## src/design/tape_image_seven_track_deframer_unit_defines.svh

```systemverilog
// ---------------------------------------------------------------------------
// Seven-track deframer assertion macros
// Shared concurrent assertion forms, clocked on clk, quiet under reset.
// ---------------------------------------------------------------------------
`ifndef TAPE_IMAGE_SEVEN_TRACK_DEFRAMER_UNIT_DEFINES_SVH
`define TAPE_IMAGE_SEVEN_TRACK_DEFRAMER_UNIT_DEFINES_SVH

// same-cycle implication
`define TISD_ASSERT_NOW(lbl, ante, cons, msg) \
	lbl: assert property (@(posedge clk) disable iff (!arst_n) (ante) |-> (cons)) \
		else $error(msg);

// next-cycle implication
`define TISD_ASSERT_NEXT(lbl, ante, cons, msg) \
	lbl: assert property (@(posedge clk) disable iff (!arst_n) (ante) |=> (cons)) \
		else $error(msg);

`endif

```

## src/design/tisd_pkg.sv

```systemverilog
// ---------------------------------------------------------------------------
// tisd_pkg
// Types, codes and helpers shared by the seven-track deframer modules.
// ---------------------------------------------------------------------------
package tisd_pkg;

	localparam int REC_LEN_W   = 32;
	localparam int ACC_W       = 30;
	localparam int WORD_W      = 36;
	localparam int SIX_W       = 6;
	localparam int QUEUE_DEPTH = 4;
	localparam int QPTR_W      = $clog2(QUEUE_DEPTH);
	localparam logic [2:0] LAST_FRAME = 3'd5;

	typedef enum logic [1:0] {
		PH_HEADER  = 2'd0,
		PH_DATA    = 2'd1,
		PH_TRAILER = 2'd2
	} phase_t;

	typedef enum logic [1:0] {
		ST_WORD     = 2'd0,
		ST_EOT      = 2'd1,
		ST_BADLEN   = 2'd2,
		ST_BADTRAIL = 2'd3
	} status_t;

	typedef enum logic {
		TK_DIGIT  = 1'b0,
		TK_STATUS = 1'b1
	} tok_kind_t;

	typedef struct packed {
		tok_kind_t        kind;
		logic [SIX_W-1:0] six;
		logic             word_last;
		logic             fs;
		logic             rs;
		logic             re;
		status_t          st;
	} token_t;

	// byte mod 3: 4 = 1 (mod 3), so sum the 2-bit digits and fold
	function automatic logic [1:0] mod3_byte(input logic [7:0] b);
		logic [3:0] s;
		logic [2:0] t;
		s = {2'b00, b[1:0]} + {2'b00, b[3:2]} + {2'b00, b[5:4]} + {2'b00, b[7:6]};
		t = {1'b0, s[3:2]} + {1'b0, s[1:0]};
		if (t >= 3'd3) t = t - 3'd3;
		if (t == 3'd3) t = 3'd0;
		return t[1:0];
	endfunction

	function automatic logic [1:0] mod3_add(input logic [1:0] a, input logic [1:0] b);
		logic [2:0] t;
		t = {1'b0, a} + {1'b0, b};
		if (t >= 3'd3) t = t - 3'd3;
		return t[1:0];
	endfunction

endpackage

```

## src/design/tape_image_seven_track_deframer_unit.sv

```systemverilog
// A word or status request reaches m_tvalid from the tape byte that completes it
// through a token queue entry and then the output register.
// Throughput: one tape byte per cycle, set by the four-entry token queue and
// the single output register; a stalled output fills the queue, then drops s_tready.
// Reset: arst_n clears all control state at once; no clearing pass is needed.
// ---------------------------------------------------------------------------
// tape_image_seven_track_deframer_unit
// Seven-track tape image deframer: record framing front end, token queue,
// word assembly back end.
// ---------------------------------------------------------------------------
`include "tape_image_seven_track_deframer_unit_defines.svh"

module tape_image_seven_track_deframer_unit #(
	parameter int LENGTH_BITS = 32
) (
	input  logic        clk,
	input  logic        arst_n,
	input  logic        s_tvalid,
	output logic        s_tready,
	input  logic [7:0]  s_tdata,   // [7:0] tape_byte
	output logic        m_tvalid,
	input  logic        m_tready,
	output logic [39:0] m_tdata,   // [35:0] data_word, [39:36] zero
	output logic        m_tlast,   // record_end
	output logic [3:0]  m_tuser    // [0] file_start, [1] record_start, [3:2] status
);

	logic                         accept;
	logic                         push;
	tisd_pkg::token_t             push_tok;
	logic                         q_valid;
	logic                         pop;
	tisd_pkg::token_t             q_head;
	logic [tisd_pkg::WORD_W-1:0]  data_word;
	logic                         file_start;
	logic                         record_start;
	tisd_pkg::status_t            status;

	assign accept = s_tvalid && s_tready;

	tisd_front #(
		.LENGTH_BITS(LENGTH_BITS)
	) u_front (
		.clk      (clk),
		.arst_n   (arst_n),
		.accept   (accept),
		.tape_byte(s_tdata),
		.push     (push),
		.push_tok (push_tok)
	);

	tisd_queue u_queue (
		.clk     (clk),
		.arst_n  (arst_n),
		.push    (push),
		.push_tok(push_tok),
		.ready   (s_tready),
		.pop     (pop),
		.valid   (q_valid),
		.head    (q_head)
	);

	tisd_back u_back (
		.clk         (clk),
		.arst_n      (arst_n),
		.q_valid     (q_valid),
		.q_head      (q_head),
		.pop         (pop),
		.out_valid   (m_tvalid),
		.out_ready   (m_tready),
		.data_word   (data_word),
		.file_start  (file_start),
		.record_start(record_start),
		.record_end  (m_tlast),
		.status      (status)
	);

	assign m_tdata = {4'b0000, data_word};
	assign m_tuser = {status, record_start, file_start};

	`TISD_ASSERT_NOW(a_status_clean, m_tvalid && status != tisd_pkg::ST_WORD, data_word == '0 && !m_tlast && !file_start && !record_start, "status request carries word fields")
	`TISD_ASSERT_NOW(a_one_start, m_tvalid, !(file_start && record_start), "file and record start together")
	`TISD_ASSERT_NEXT(a_halt_after_error, m_tvalid && m_tready && status != tisd_pkg::ST_WORD, !m_tvalid, "request after error")

endmodule

```

## src/design/tisd_queue.sv

```systemverilog
// ---------------------------------------------------------------------------
// tisd_queue
// Short token queue between the framing front end and the word back end.
// ---------------------------------------------------------------------------
module tisd_queue (
	input  logic             clk,
	input  logic             arst_n,
	input  logic             push,
	input  tisd_pkg::token_t push_tok,
	output logic             ready,
	input  logic             pop,
	output logic             valid,
	output tisd_pkg::token_t head
);

	tisd_pkg::token_t                  mem_q [tisd_pkg::QUEUE_DEPTH];
	logic [tisd_pkg::QPTR_W-1:0]       wr_ptr_q;
	logic [tisd_pkg::QPTR_W-1:0]       rd_ptr_q;
	logic [tisd_pkg::QPTR_W:0]         count_q;

	assign ready = (count_q != (tisd_pkg::QPTR_W+1)'(tisd_pkg::QUEUE_DEPTH));
	assign valid = (count_q != '0);
	assign head  = mem_q[rd_ptr_q];

	always_ff @(posedge clk) begin
		if (push) begin
			mem_q[wr_ptr_q] <= push_tok;
		end
	end

	always_ff @(posedge clk or negedge arst_n) begin
		if (!arst_n) begin
			wr_ptr_q <= '0;
			rd_ptr_q <= '0;
			count_q  <= '0;
		end else begin
			if (push) wr_ptr_q <= wr_ptr_q + 1'b1;
			if (pop)  rd_ptr_q <= rd_ptr_q + 1'b1;
			if (push && !pop)      count_q <= count_q + 1'b1;
			else if (pop && !push) count_q <= count_q - 1'b1;
		end
	end

endmodule

```

## src/design/tisd_front.sv

```systemverilog
// ---------------------------------------------------------------------------
// tisd_front
// Record framing: parses length header and trailer, counts data bytes,
// and emits digit and status tokens into the queue.
// ---------------------------------------------------------------------------
module tisd_front #(
	parameter int LENGTH_BITS = 32
) (
	input  logic             clk,
	input  logic             arst_n,
	input  logic             accept,
	input  logic [7:0]       tape_byte,
	output logic             push,
	output tisd_pkg::token_t push_tok
);

	tisd_pkg::phase_t                  phase_q, phase_d;
	logic [1:0]                        idx_q;
	logic [tisd_pkg::REC_LEN_W-1:0]    len_q;
	logic [23:0]                       trl_q;
	logic [1:0]                        mod3_q;
	logic                              odd_q;
	logic [LENGTH_BITS-1:0]            frames_q;
	logic [2:0]                        fiw_q;
	logic                              fs_pend_q;
	logic                              atm_q;
	logic                              first_q;
	logic                              halt_q;

	logic [tisd_pkg::REC_LEN_W-1:0]    full_len;
	logic [1:0]                        mod3_now;
	logic                              len_zero;
	logic                              len_bad;
	logic                              trl_bad;
	logic                              word_done;
	logic                              rec_done;
	logic                              live;

	assign live      = accept && !halt_q;
	assign full_len  = {tape_byte, len_q[tisd_pkg::REC_LEN_W-1:8]};
	assign mod3_now  = (idx_q == 2'd0) ? tisd_pkg::mod3_byte(tape_byte)
	                                   : tisd_pkg::mod3_add(mod3_q, tisd_pkg::mod3_byte(tape_byte));
	assign len_zero  = (full_len == '0);
	assign len_bad   = ((full_len >> LENGTH_BITS) != '0) || odd_q || (mod3_now != 2'd0);
	assign trl_bad   = ({tape_byte, trl_q} != len_q);
	assign word_done = (fiw_q == tisd_pkg::LAST_FRAME);
	assign rec_done  = word_done && (frames_q == LENGTH_BITS'(1));

	// next state
	always_comb begin
		phase_d = phase_q;
		if (live) begin
			unique case (phase_q)
				tisd_pkg::PH_DATA: begin
					if (rec_done) phase_d = tisd_pkg::PH_TRAILER;
				end
				tisd_pkg::PH_TRAILER: begin
					if (idx_q == 2'd3) phase_d = tisd_pkg::PH_HEADER;
				end
				default: begin
					phase_d = tisd_pkg::PH_HEADER;
					if (idx_q == 2'd3 && !len_zero && !len_bad) phase_d = tisd_pkg::PH_DATA;
				end
			endcase
		end
	end

	// token output
	always_comb begin
		push               = 1'b0;
		push_tok           = '0;
		push_tok.kind      = tisd_pkg::TK_DIGIT;
		push_tok.st        = tisd_pkg::ST_WORD;
		push_tok.six       = tape_byte[tisd_pkg::SIX_W-1:0];
		if (live) begin
			unique case (phase_q)
				tisd_pkg::PH_DATA: begin
					push               = 1'b1;
					push_tok.word_last = word_done;
					push_tok.fs        = word_done && fs_pend_q;
					push_tok.rs        = word_done && !fs_pend_q && first_q;
					push_tok.re        = rec_done;
				end
				tisd_pkg::PH_TRAILER: begin
					if (idx_q == 2'd3 && trl_bad) begin
						push          = 1'b1;
						push_tok      = '0;
						push_tok.kind = tisd_pkg::TK_STATUS;
						push_tok.st   = tisd_pkg::ST_BADTRAIL;
					end
				end
				default: begin
					if (idx_q == 2'd3 && ((len_zero && atm_q) || (!len_zero && len_bad))) begin
						push          = 1'b1;
						push_tok      = '0;
						push_tok.kind = tisd_pkg::TK_STATUS;
						push_tok.st   = len_zero ? tisd_pkg::ST_EOT : tisd_pkg::ST_BADLEN;
					end
				end
			endcase
		end
	end

	always_ff @(posedge clk) begin
		if (live) begin
			unique case (phase_q)
				tisd_pkg::PH_DATA: begin
					frames_q <= frames_q - 1'b1;
				end
				tisd_pkg::PH_TRAILER: begin
					trl_q <= {tape_byte, trl_q[23:8]};
				end
				default: begin
					len_q  <= full_len;
					mod3_q <= mod3_now;
					if (idx_q == 2'd0) odd_q <= tape_byte[0];
					if (idx_q == 2'd3) frames_q <= full_len[LENGTH_BITS-1:0];
				end
			endcase
		end
	end

	always_ff @(posedge clk or negedge arst_n) begin
		if (!arst_n) begin
			phase_q   <= tisd_pkg::PH_HEADER;
			idx_q     <= '0;
			fiw_q     <= '0;
			fs_pend_q <= 1'b1;
			atm_q     <= 1'b0;
			first_q   <= 1'b0;
			halt_q    <= 1'b0;
		end else begin
			phase_q <= phase_d;
			if (push && push_tok.kind == tisd_pkg::TK_STATUS) halt_q <= 1'b1;
			if (live) begin
				unique case (phase_q)
					tisd_pkg::PH_DATA: begin
						if (word_done) begin
							fiw_q     <= '0;
							fs_pend_q <= 1'b0;
							first_q   <= 1'b0;
						end else begin
							fiw_q <= fiw_q + 1'b1;
						end
						if (rec_done) idx_q <= '0;
					end
					tisd_pkg::PH_TRAILER: begin
						idx_q <= idx_q + 1'b1;
					end
					default: begin
						idx_q <= idx_q + 1'b1;
						if (idx_q == 2'd3) begin
							if (len_zero) begin
								atm_q     <= 1'b1;
								fs_pend_q <= 1'b1;
							end else if (!len_bad) begin
								atm_q   <= 1'b0;
								first_q <= 1'b1;
								fiw_q   <= '0;
							end
						end
					end
				endcase
			end
		end
	end

endmodule

```

## src/design/tisd_back.sv

```systemverilog
// ---------------------------------------------------------------------------
// tisd_back
// Word assembly: shifts six-bit digits into a word and drives the
// registered result stream.
// ---------------------------------------------------------------------------
module tisd_back (
	input  logic                          clk,
	input  logic                          arst_n,
	input  logic                          q_valid,
	input  tisd_pkg::token_t              q_head,
	output logic                          pop,
	output logic                          out_valid,
	input  logic                          out_ready,
	output logic [tisd_pkg::WORD_W-1:0]   data_word,
	output logic                          file_start,
	output logic                          record_start,
	output logic                          record_end,
	output tisd_pkg::status_t             status
);

	logic [tisd_pkg::ACC_W-1:0]   acc_q;
	logic [tisd_pkg::WORD_W-1:0]  data_q;
	logic                         fs_q;
	logic                         rs_q;
	logic                         re_q;
	tisd_pkg::status_t            st_q;
	logic                         valid_q;
	logic                         emits;
	logic                         out_free;

	assign emits    = (q_head.kind == tisd_pkg::TK_STATUS) || q_head.word_last;
	assign out_free = !valid_q || out_ready;
	assign pop      = q_valid && (!emits || out_free);

	assign out_valid    = valid_q;
	assign data_word    = data_q;
	assign file_start   = fs_q;
	assign record_start = rs_q;
	assign record_end   = re_q;
	assign status       = st_q;

	always_ff @(posedge clk) begin
		if (pop) begin
			if (q_head.kind == tisd_pkg::TK_STATUS) begin
				data_q <= '0;
				fs_q   <= 1'b0;
				rs_q   <= 1'b0;
				re_q   <= 1'b0;
				st_q   <= q_head.st;
			end else if (q_head.word_last) begin
				data_q <= {acc_q, q_head.six};
				fs_q   <= q_head.fs;
				rs_q   <= q_head.rs;
				re_q   <= q_head.re;
				st_q   <= tisd_pkg::ST_WORD;
				acc_q  <= '0;
			end else begin
				acc_q <= {acc_q[tisd_pkg::ACC_W-tisd_pkg::SIX_W-1:0], q_head.six};
			end
		end
	end

	always_ff @(posedge clk or negedge arst_n) begin
		if (!arst_n) begin
			valid_q <= 1'b0;
		end else if (out_free) begin
			valid_q <= pop && emits;
		end
	end

endmodule

```

## config.mk

```make
export PLATFORM = sky130hd
export DESIGN_NAME = tape_image_seven_track_deframer_unit
export DESIGN_NICKNAME = d
export VERILOG_FILES = /design/src/design/tisd_pkg.sv /design/src/design/tape_image_seven_track_deframer_unit.sv /design/src/design/tisd_queue.sv /design/src/design/tisd_front.sv /design/src/design/tisd_back.sv
export VERILOG_INCLUDE_DIRS = /design/src /design/src/design
export SDC_FILE = /design/constraint.sdc
export NUM_CORES = 1
export LEC_CHECK = 0
export BUFFER_PORTS_ARGS = -buffer_cell sky130_fd_sc_hd__buf_4
export CORE_MARGIN = 5
export CORE_UTILIZATION = 32
export DETAILED_ROUTE_END_ITERATION = 16
export REMOVE_ABC_BUFFERS = 1
export SYNTH_ARGS = -nofsm -noshare
export SYNTH_HDL_FRONTEND = slang
export SYNTH_SLANG_ARGS = --single-unit
```

## constraint.sdc

```tcl
create_clock -name clk -period 5.5 [get_ports clk]
set_clock_uncertainty 0.15 [all_clocks]
set_input_delay 0 -clock clk [delete_from_list [all_inputs] [get_ports clk]]
set_output_delay 0 -clock clk [all_outputs]
set_load 0.005 [all_outputs]
```

==> flow_metrics.env <==
export IMPL_final_common_cell="edfxtp_1"
export IMPL_crit_path_end_kind="register"
export IMPL_cp_max_fo=2
export IMPL_n_fill_cell=2890
export IMPL_viasPerCell=4.65
export IMPL_cp_buffers_inverters=9
export IMPL_dp_hpwl_um=13000
export IMPL_grt_overflow_total=0
export IMPL_start_util_pct=32.5
export IMPL_grt_met2_usage_pct=17.7
export IMPL_grt_usage_pct=11.0
export IMPL_cts_tree="done"
export IMPL_ff2ff_path_depth=18
export IMPL_setup_worst_path_start="s_tdata[0]"
export IMPL_dieArea_sq_mm=0.0358
export IMPL_fin_area_sq_mm=0.0126
export IMPL_r2r_setup_slack_ns=1.68
export IMPL_yosys_warnings=0
export IMPL_synthDistinctLibCells=64
export IMPL_layout_common_cells="edfxtp_1 (214), buf_4 (93), nor2b_1 (72)"
export IMPL_fin_crit_ns=6.51
export IMPL_cts_root_buf="clkbuf_16"
export IMPL_port_buffers=54
export IMPL_num_rows=65
export IMPL_vias=5842
export IMPL_crit_path_top_delay_cell="or4b_4"
export IMPL_crit_end="u_queue.count_q[2]"
export IMPL_clock_sinks=233
export IMPL_status="finished, violations left"
export IMPL_hold_class="in2reg"
export IMPL_fin_crit_sh_pct=118
export IMPL_worst_slack_ns=-1.01
export IMPL_critical_path_arrival_ns=6.79
export IMPL_areaGrowthSynthToFinish_pct=22.4
export IMPL_maxCapViolations=0
export IMPL_rsz0062_at_grt="yes"
export IMPL_maxSlewViolCount=0
export IMPL_clock_path_buffers=3
export IMPL_p_per_area_mw_per_mm2=531
export IMPL_core_sq_mm=0.0316
export IMPL_timing_rr_start="u_front.mod3_q[0]"
export IMPL_dr_pass1_iters=4
export IMPL_post_dp_cell_area_sq_mm=0.0114
export IMPL_drive_gt1_share_pct=24.0
export IMPL_path_depth=34
export IMPL_synthesis_area_sq_mm=0.0103
export IMPL_antenna_cells=0
export IMPL_critPathLaunchType="primary input"
export IMPL_gp_congestion=0.780
export IMPL_violations="negative setup slack"
export IMPL_cts_buffers=25
export IMPL_report_power_total_mw=6.69
export IMPL_timing_fmax_mhz=154
export IMPL_yosysSeqAreaShare_pct=67.1
export IMPL_peakVddDrop_v=0.000272
export IMPL_ant_nets=0
export IMPL_grt_use_met3_pct=1.79
export IMPL_grt_pass1_wl_um=32300
export IMPL_async_reset_ff_share_pct=8.15
export IMPL_clk_latency_ns=0.51
export IMPL_cpPeakStageDelay_ns=0.50
export IMPL_crit_family="adder cells"
export IMPL_grt_max_degree=76
export IMPL_worst_pin_slew_ns=1.09
export IMPL_avgSynthCellArea_sq_um=14.3
export IMPL_synth_ff_type="edfxtp_1"
export IMPL_cts_htree_levels=1
export IMPL_syn_inst=719
export IMPL_power_leakage_nw=4.44
export IMPL_antenna_found_initial=0
export IMPL_num_io_pins=59
export IMPL_relSlewSlack_pct=27.4
export IMPL_setup_viol=95
export IMPL_place_ws_ns=-1.86
export IMPL_timing_rr_end="u_queue.count_q[2]"
export IMPL_wirelength_um=20200
export IMPL_chipHeight_um=189
export IMPL_cp_data_required_time_ns=5.78
export IMPL_clk_pin_slew_ns=0.06
export IMPL_drt_iter0_drc=397
export IMPL_use_met1_pct=15.6
export IMPL_die_w_um=189
export IMPL_gr_max_usage_layer="met2"
export IMPL_wl_per_cell_um=16.1
export IMPL_synth_seq_cells=233
export IMPL_route_detailed_drc=0
export IMPL_nNetsFinal=875
export IMPL_hold_slack_ns=0.0132
export IMPL_synth_edf_count=214
export IMPL_path_class="in2reg"
export IMPL_grt_pass1_vias=5945
export IMPL_report_final_hold_viol_count=0
-- worst min-delay path by stage --
stage / startpoint / endpoint / slack [ns] / depth (start not counted)
floorplan: arst_n / u_back.out_valid / -0.45 / 0
global placement: arst_n / u_queue.rd_ptr_q[0] / -0.25 / 1
detailed placement: arst_n / u_queue.rd_ptr_q[0] / -0.25 / 1
CTS: s_tvalid / u_front.halt_q / 0.003 / 3
global route: s_tvalid / u_front.halt_q / 0.06 / 3
finish: s_tvalid / u_front.halt_q / 0.01 / 3
-- per-stage QoR --
stage                     setup TNS [ns]  utilization, %  std cells
after global routing              -76.02            39.8       1257
after global placement           -123.60            36.1       1192
after floorplan                  -107.87               -        696
after detailed placement         -136.92            36.1       1192
after CTS                         -55.32            39.6       1251
final                             -58.52            39.8       1257
-- per-layer routing --
| layer | vias up | wire [um] |
|---|---|---|
| li1 | 2831 | - |
| met2 | 122 | 9350 |
| met3 | 31 | 945 |
| met1 | 2858 | 9480 |
| met5 | - | 0 |
| met4 | 0 | 447 |
-- worst register-to-register path, delay by kind of cell, from the launching register on --
family                     cells  cell delay (ns)
adders and majority gates      5             1.32
AOI/OAI and AO/OA              3             0.69
buffers and inverters          4             0.23
xor gates and xnor gates       2             0.29
DFF                            1             0.37
and+or+nand+nor                4             0.70
-- cells by family after synthesis --
family,synth area share [%]
adders and majority gates,3.55
AOI/OAI and AO/OA,4.17
DFF,67.1
muxes,3.44
other,0.0364
and+or+nand+nor,13.7
xor gates and xnor gates,5.36
buffers and inverters,2.70
-- report_power, final --
part / internal, mW / switching, mW / total [mW]
logic: 1.18 / 1.12 / 2.30
clock network: 0.941 / 0.652 / 1.59
registers: 2.62 / 0.184 / 2.80
total: 4.74 / 1.95 / 6.69
-- flip-flops by register name, summed over array words and instances, names as in the netlist, 3 cells and up --
signal,flops
u_front.trl_q,24
u_front.frames_q,32
u_front.fiw_q,3
u_queue.count_q,3
u_back.data_word,36
u_back.acc_q,30
u_front.len_q,32
u_queue.mem_q,52
-- cell usage after synthesis (2+ instances only) --
master      n  area share [%]
ha_1       18             2.2
nor2_1     62             2.3
nor3_1     14            0.68
o21ai_0     8            0.39
nor2b_1    76             4.6
nor2_2      2            0.12
dfrtp_1    18             4.4
a31oi_1     5            0.30
or4_1       2            0.15
mux2_4      2            0.29
inv_1      40             1.5
edfxtp_1  214              62
nor4_1     17             1.0
and3_1      3            0.18
nor4_4      3            0.62
xnor2_1    22             1.9
o41ai_1     2            0.17
buf_4       6            0.44
or3_1       6            0.36
nand4_1     4            0.24
o22ai_1     2            0.12
a22o_1      3            0.26
o31ai_1     2            0.15
nand3_1     5            0.24
mux4_2     13             2.8
clkbuf_1   17            0.62
and3b_1     2            0.17
a21oi_1    35             1.7
buf_2       3            0.15
mux2i_1     2            0.19
nor4_2      2            0.24
nand2_1    26            0.95
xor2_1     41             3.5
and2_1      6            0.36
fa_1        7             1.4
-- cell type report --
type	count	area (sq um)	share of cell area [%]
Clock buffer	35	673	5.34
Clock inverter	9	91.3	0.725
Inverter	41	154	1.22
Multi-Input combinational cell	422	3320	26.4
Sequential cell	233	6900	54.8
Tap cell	402	503	3.99
Timing Repair Buffer	115	953	7.57
-- timing repair --
item / 4_1_cts / 5_1_grt
buffers inserted: 2 / 4
pin swaps: 15 / 10
hold endpoints to repair: 69 / 7
gates cloned: 1 / 0
endpoints found under the setup margin: 96 / 97
hold buffers: 12 / 2
gates resized for setup: 49 / 3
No activity file was read; power rests on OpenSTA's default activity.
